===== src/sv/sellmeier_refractive_index_defines.svh =====
// Assertion macros for the Sellmeier refractive index block.
// Used by the top level; expects aclk and aresetn in scope.
`ifndef SELLMEIER_REFRACTIVE_INDEX_DEFINES_SVH
`define SELLMEIER_REFRACTIVE_INDEX_DEFINES_SVH

// Same-cycle implication.
`define SRI_ASSERT_NOW(label, ante, cons) \
    label: assert property (@(posedge aclk) disable iff (!aresetn) (ante) |-> (cons)) \
        else $error("sri assertion failed");

// Next-cycle implication.
`define SRI_ASSERT_NEXT(label, ante, cons) \
    label: assert property (@(posedge aclk) disable iff (!aresetn) (ante) |=> (cons)) \
        else $error("sri assertion failed");

`endif


===== src/sv/sri_pkg.sv =====
// Package for the Sellmeier refractive index block: widths, constants,
// status codes, register indexes and the configuration struct. No dependencies.
package sri_pkg;

    localparam int WAVE_W         = 22;
    localparam int TERM_MAX       = 5;
    localparam int TERM_COUNT_DEF = 5;
    localparam int TERM_W         = 64;
    localparam int ADDR_W         = 6;
    localparam int DATA_W         = 64;

    localparam int W2_W      = 44;
    localparam int L2_X_W    = 46;
    localparam int L2_PROD_W = 96;
    localparam int L2_SHIFT  = 61;
    localparam int L2_QW     = 33;
    localparam logic [L2_X_W-1:0] L2_BIAS  = 46'd7812;
    localparam logic [47:0]       L2_RECIP = 48'd147573952589677;

    localparam int D_W     = 38;
    localparam int DMAG_W  = 36;
    localparam int TNUM_W  = 65;
    localparam int TQ_W    = 41;
    localparam int TDIV_W  = DMAG_W + TQ_W;
    localparam logic [TQ_W-1:0] TERM_CLAMP = 41'h100_0000_0000;

    localparam int RAD_W   = 44;
    localparam logic signed [RAD_W-1:0] ONE_Q28 = 44'sh000_1000_0000;
    localparam int SQ_W      = 64;
    localparam int SQ_STAGES = 32;
    localparam int N_W       = 32;

    localparam logic [2:0] REG_MIN   = 3'd0;
    localparam logic [2:0] REG_MAX   = 3'd1;
    localparam logic [2:0] REG_TERM1 = 3'd2;
    localparam logic [2:0] REG_TERM2 = 3'd3;
    localparam logic [2:0] REG_TERM3 = 3'd4;
    localparam logic [2:0] REG_TERM4 = 3'd5;
    localparam logic [2:0] REG_TERM5 = 3'd6;

    typedef enum logic [1:0] {
        ST_OK   = 2'd0,
        ST_BAND = 2'd1,
        ST_POLE = 2'd2,
        ST_NEG  = 2'd3
    } status_t;

    typedef struct packed {
        logic [WAVE_W-1:0]                min_wave;
        logic [WAVE_W-1:0]                max_wave;
        logic [TERM_MAX-1:0][TERM_W-1:0]  term;
    } cfg_t;

endpackage


===== src/sv/sri_isqrt.sv =====
// Pipelined integer square root, one root bit per stage, with a tag carried
// alongside. Depends on sri_pkg for widths.
module sri_isqrt #(
    parameter int TW = 3
) (
    input  logic                      aclk,
    input  logic                      en,
    input  logic [sri_pkg::SQ_W-1:0]  rad_in,
    input  logic [TW-1:0]             tag_in,
    output logic [sri_pkg::N_W-1:0]   root,
    output logic [TW-1:0]             tag_out
);

    localparam int SW = sri_pkg::SQ_W;
    localparam int NS = sri_pkg::SQ_STAGES;

    logic [SW-1:0] x_reg   [1:NS-1];
    logic [SW-1:0] r_reg   [1:NS];
    logic [TW-1:0] tag_reg [1:NS];

    for (genvar k = 0; k < NS; k++) begin : g_stage
        logic [SW-1:0] x_in, r_in, b, t;
        logic [TW-1:0] tg_in;
        logic          ge;

        if (k == 0) begin : g_first
            assign x_in  = rad_in;
            assign r_in  = '0;
            assign tg_in = tag_in;
        end else begin : g_rest
            assign x_in  = x_reg[k];
            assign r_in  = r_reg[k];
            assign tg_in = tag_reg[k];
        end

        assign b  = SW'(1) << (SW - 2 - 2 * k);
        assign t  = r_in + b;
        assign ge = x_in >= t;

        always_ff @(posedge aclk) begin
            if (en) begin
                r_reg[k+1]   <= ge ? (r_in >> 1) + b : r_in >> 1;
                tag_reg[k+1] <= tg_in;
            end
        end

        if (k < NS - 1) begin : g_carry
            always_ff @(posedge aclk) begin
                if (en) begin
                    x_reg[k+1] <= ge ? x_in - t : x_in;
                end
            end
        end
    end

    assign root    = r_reg[NS][sri_pkg::N_W-1:0];
    assign tag_out = tag_reg[NS];

endmodule

===== config.mk =====
export PLATFORM = sky130hd
export DESIGN_NAME = sri_isqrt
export DESIGN_NICKNAME = d
export VERILOG_FILES = /design/src/sv/sellmeier_refractive_index_defines.svh /design/src/sv/sri_pkg.sv /design/src/sv/sri_isqrt.sv
export SDC_FILE = /design/constraint.sdc
export NUM_CORES = 2
export LEC_CHECK = 0
export BUFFER_PORTS_ARGS = -buffer_cell sky130_fd_sc_hd__buf_2
export CAP_MARGIN = 20
export CELL_PAD_IN_SITES_DETAIL_PLACEMENT = 1
export CELL_PAD_IN_SITES_GLOBAL_PLACEMENT = 2
export CORE_UTILIZATION = 49
export DETAILED_ROUTE_END_ITERATION = 10
export GPL_ROUTABILITY_DRIVEN = 0
export PLACE_DENSITY_LB_ADDON = 0.1
export SLEW_MARGIN = 20
export SYNTH_ARGS = -nofsm -noshare
export SYNTH_HDL_FRONTEND = slang
export SYNTH_MEMORY_MAX_BITS = 65536
export SYNTH_SLANG_ARGS = --single-unit

===== constraint.sdc =====
create_clock -name aclk -period 5.9 [get_ports aclk]
set_input_delay 0 -clock aclk [delete_from_list [all_inputs] [get_ports aclk]]
set_output_delay 0 -clock aclk [all_outputs]
set_load 0.1 [all_outputs]

==> metrics <==
startpoint types flop; final count of hold timing violations 0; average size of a mapped cell 12.7 um^2; overall power consumption 55.2 mW; number of nets still failing antenna checks after routing 0; fraction of final layout cells with drive strength greater than 1 7.09%; Util after Layout 55.8%; Netlist cell types 90; initial core utilization 49.5%; WL per Instance 24.2 um; Residual DRC 0; CTS tree done; number of flip-flops in the largest register 1984; clock period minus final worst setup slack 5.16 ns; primary flip-flop cell chosen by synthesis mapping edfxtp_1; die footprint 254000 um^2; placed cell count 13070; DP Worst Slack 0.820 ns; Tot GR Track Use 25.8%; std cell rows 183; Final #Nets 10807; Vias per Instance 5.86; die span in y 504 um; f_max 194 MHz; Core Footprint 250000 um^2; worst-case hold slack 0.161 ns; total negative slack for setup checks 0 ns; post-synth top area cell edfxtp_1; cell types with the highest counts after synthesis edfxtp_1, inv_1, nand2_1; post-route clock period utilization 87.4%; Final Non-Filler Cells 13732; global-route wire length before repair 509000 um; via count of the first global-routing pass 83638; gate count of the mapped netlist 9746; Iteration-0 DRC Markers 6221; setup repair after global routing missed its margin false; detailed-routing iteration count for the pre-antenna-repair pass 6; horizontal die dimension 504 um; final wirelength 333000 um; clock latency reported for the late side of the worst-skew pair 0.94 ns; number of clock sinks seen by CTS 2608; final-report max-slew violation count 0; top cells by area in the synthesized netlist edfxtp_1, ha_1, xnor2_1, xor2_1, a21oi_1; data arrival time of the critical path 5.77 ns; setup skew after layout 0.0887 ns; FF+latch count, synth 2608; area share of the largest cell type after synthesis 63.4%; Slew @ Worst Pin 1.19 ns; required time reported for the critical path endpoint 6.52 ns; top fanout value on the critical path 7; signed area change from the synthesized netlist to the final layout 12.8%; Critical Setup Path Class reg -> reg; endpoint class of the critical path flop; library cell used as clock root buffer clkbuf_16; sequential element share of the synthesized area 63.4%; number of CTS-inserted buffers 299; Final Setup Violations 0; Power Dens Cells 397 nW/um^2; Post-CTS Setup Inserts 0; proportion of register bits with asynchronous set or reset after synthesis 0%; clock slew seen by the registers of the worst setup and hold paths 0.06 ns; antenna violations before repair 8; slack of the critical path 0.744 ns; number of warnings reported in the yosys synthesis log 0; via count 80446; count of flip-flops with a built-in enable after synthesis 2608; netlist area before placement 123000 um^2; status finished clean; Max Root-Sink Buffers 4; synthesized netlist net count 10373; total of max-cap violations 0; Hold/Removal Path Class in -> reg; leak pwr 51.8 nW; placed wire-length estimate after detailed placement 237000 um; H-tree levels 5; maximum number of pins on one net before global-route repair 186; tightest slew margin relative to the limit 19.6%; final design area excluding fillers 139000 um^2; total of buffers placed on input and output ports 103; Peak VDD IR 0.318 mV; Overflow after GRT 0; I/O pin total 104; leading cell type by number of instances after synthesis edfxtp_1; Placement Cell Area 128000 um^2
==> cell type report <==
type | count | area [um^2]
inverters | 712 | 2670
clock inverters | 169 | 1670
flip-flops and latches | 2608 | 78300
diodes | 4 | 10.0
well taps | 3330 | 4170
repair buffers | 332 | 2760
multi-input cells | 6227 | 41900
clock buffers | 350 | 7780
fillers | 24946 | 110000
==> cells by family (layout without fill, tap and decap cells) <==
| family | Yosys count | after routing | synth area share, % |
|---|---|---|---|
| simple gates | 2835 | 2835 | 11.9 |
| flops | 2608 | 2608 | 63.4 |
| compound gates | 1901 | 1901 | 9.50 |
| buf+inv | 911 | 1563 | 2.78 |
| xor+xnor | 876 | 876 | 6.21 |
| fa+ha+maj | 558 | 558 | 5.65 |
| mux | 57 | 57 | 0.512 |
| other cells | 0 | 4 | 0 |
==> worst max-delay path, stage by stage (launching register included) <==
cell and delay [ns]:
edfxtp_1 0.39, inv_1 0.06, ha_1 0.42, or4b_2 0.69
nor4_1 0.86, nand4_1 0.50, nand2_1 0.29, nor2_1 0.07
a21o_1 0.24, a311oi_1 0.91, nand4b_1 0.27, xnor2_1 0.20
==> timing repair <==
action,4_1_cts,5_1_grt
hold endpoints to repair,319,0
hold buffers,137,0
gates resized for setup,0,0
==> power breakdown <==
part	total, mW	switching [mW]	internal (mW)	leakage [nW]
Clock	18.4	7.55	10.8	4.62
Sequential	25.5	1.97	23.5	25.1
Combinational	11.4	6.88	4.53	22.1
==> worst paths after layout <==
| kind | slack, ns | cells after the start | end | start |
|---|---|---|---|---|
| worst min-delay path | 0.16 | 2 | tag_reg[0][6] | en |
| worst max register to register | 0.74 | 11 | x_reg[14][50] | r_reg[0][1764] |
| worst max-delay path | 0.74 | 11 | x_reg[14][50] | r_reg[0][1764] |
| worst min register to register | 0.37 | 0 | tag_reg[0][43] | tag_reg[0][40] |
==> layer usage <==
metal	vias up	routed length [um]	global-route usage, %
li1	37448	-	-
met1	40595	143000	34.1
met2	1869	167000	44.9
met3	532	14100	3.04
met4	2	8570	6.97
met5	-	7	0
==> placed cells by master, fill, tap and decap left out, drive strengths merged, types with 47 or more instances in the layout <==
cell | Yosys | final
edfxtp | 2608 | 2608
inv | 711 | 718
nand2 | 645 | 645
nor2 | 591 | 591
a21oi | 570 | 570
ha | 558 | 558
o21ai | 525 | 525
xnor2 | 477 | 477
xor2 | 399 | 399
clkbuf | 169 | 350
nor4 | 331 | 331
nor3 | 259 | 259
a21o | 244 | 244
buf | 30 | 195
nand4 | 184 | 184
nand3 | 162 | 162
dlygate4sd3 | 0 | 137
clkinv | 1 | 123
o21a | 105 | 105
or3 | 102 | 102
nand2b | 94 | 94
nor2b | 77 | 77
or4 | 75 | 75
nor4b | 66 | 66
o21bai | 54 | 54
a31oi | 52 | 52
mux2 | 49 | 49
o211ai | 47 | 47
o31ai | 47 | 47
a211oi | 47 | 47
Power figures use the tool's default switching activity.
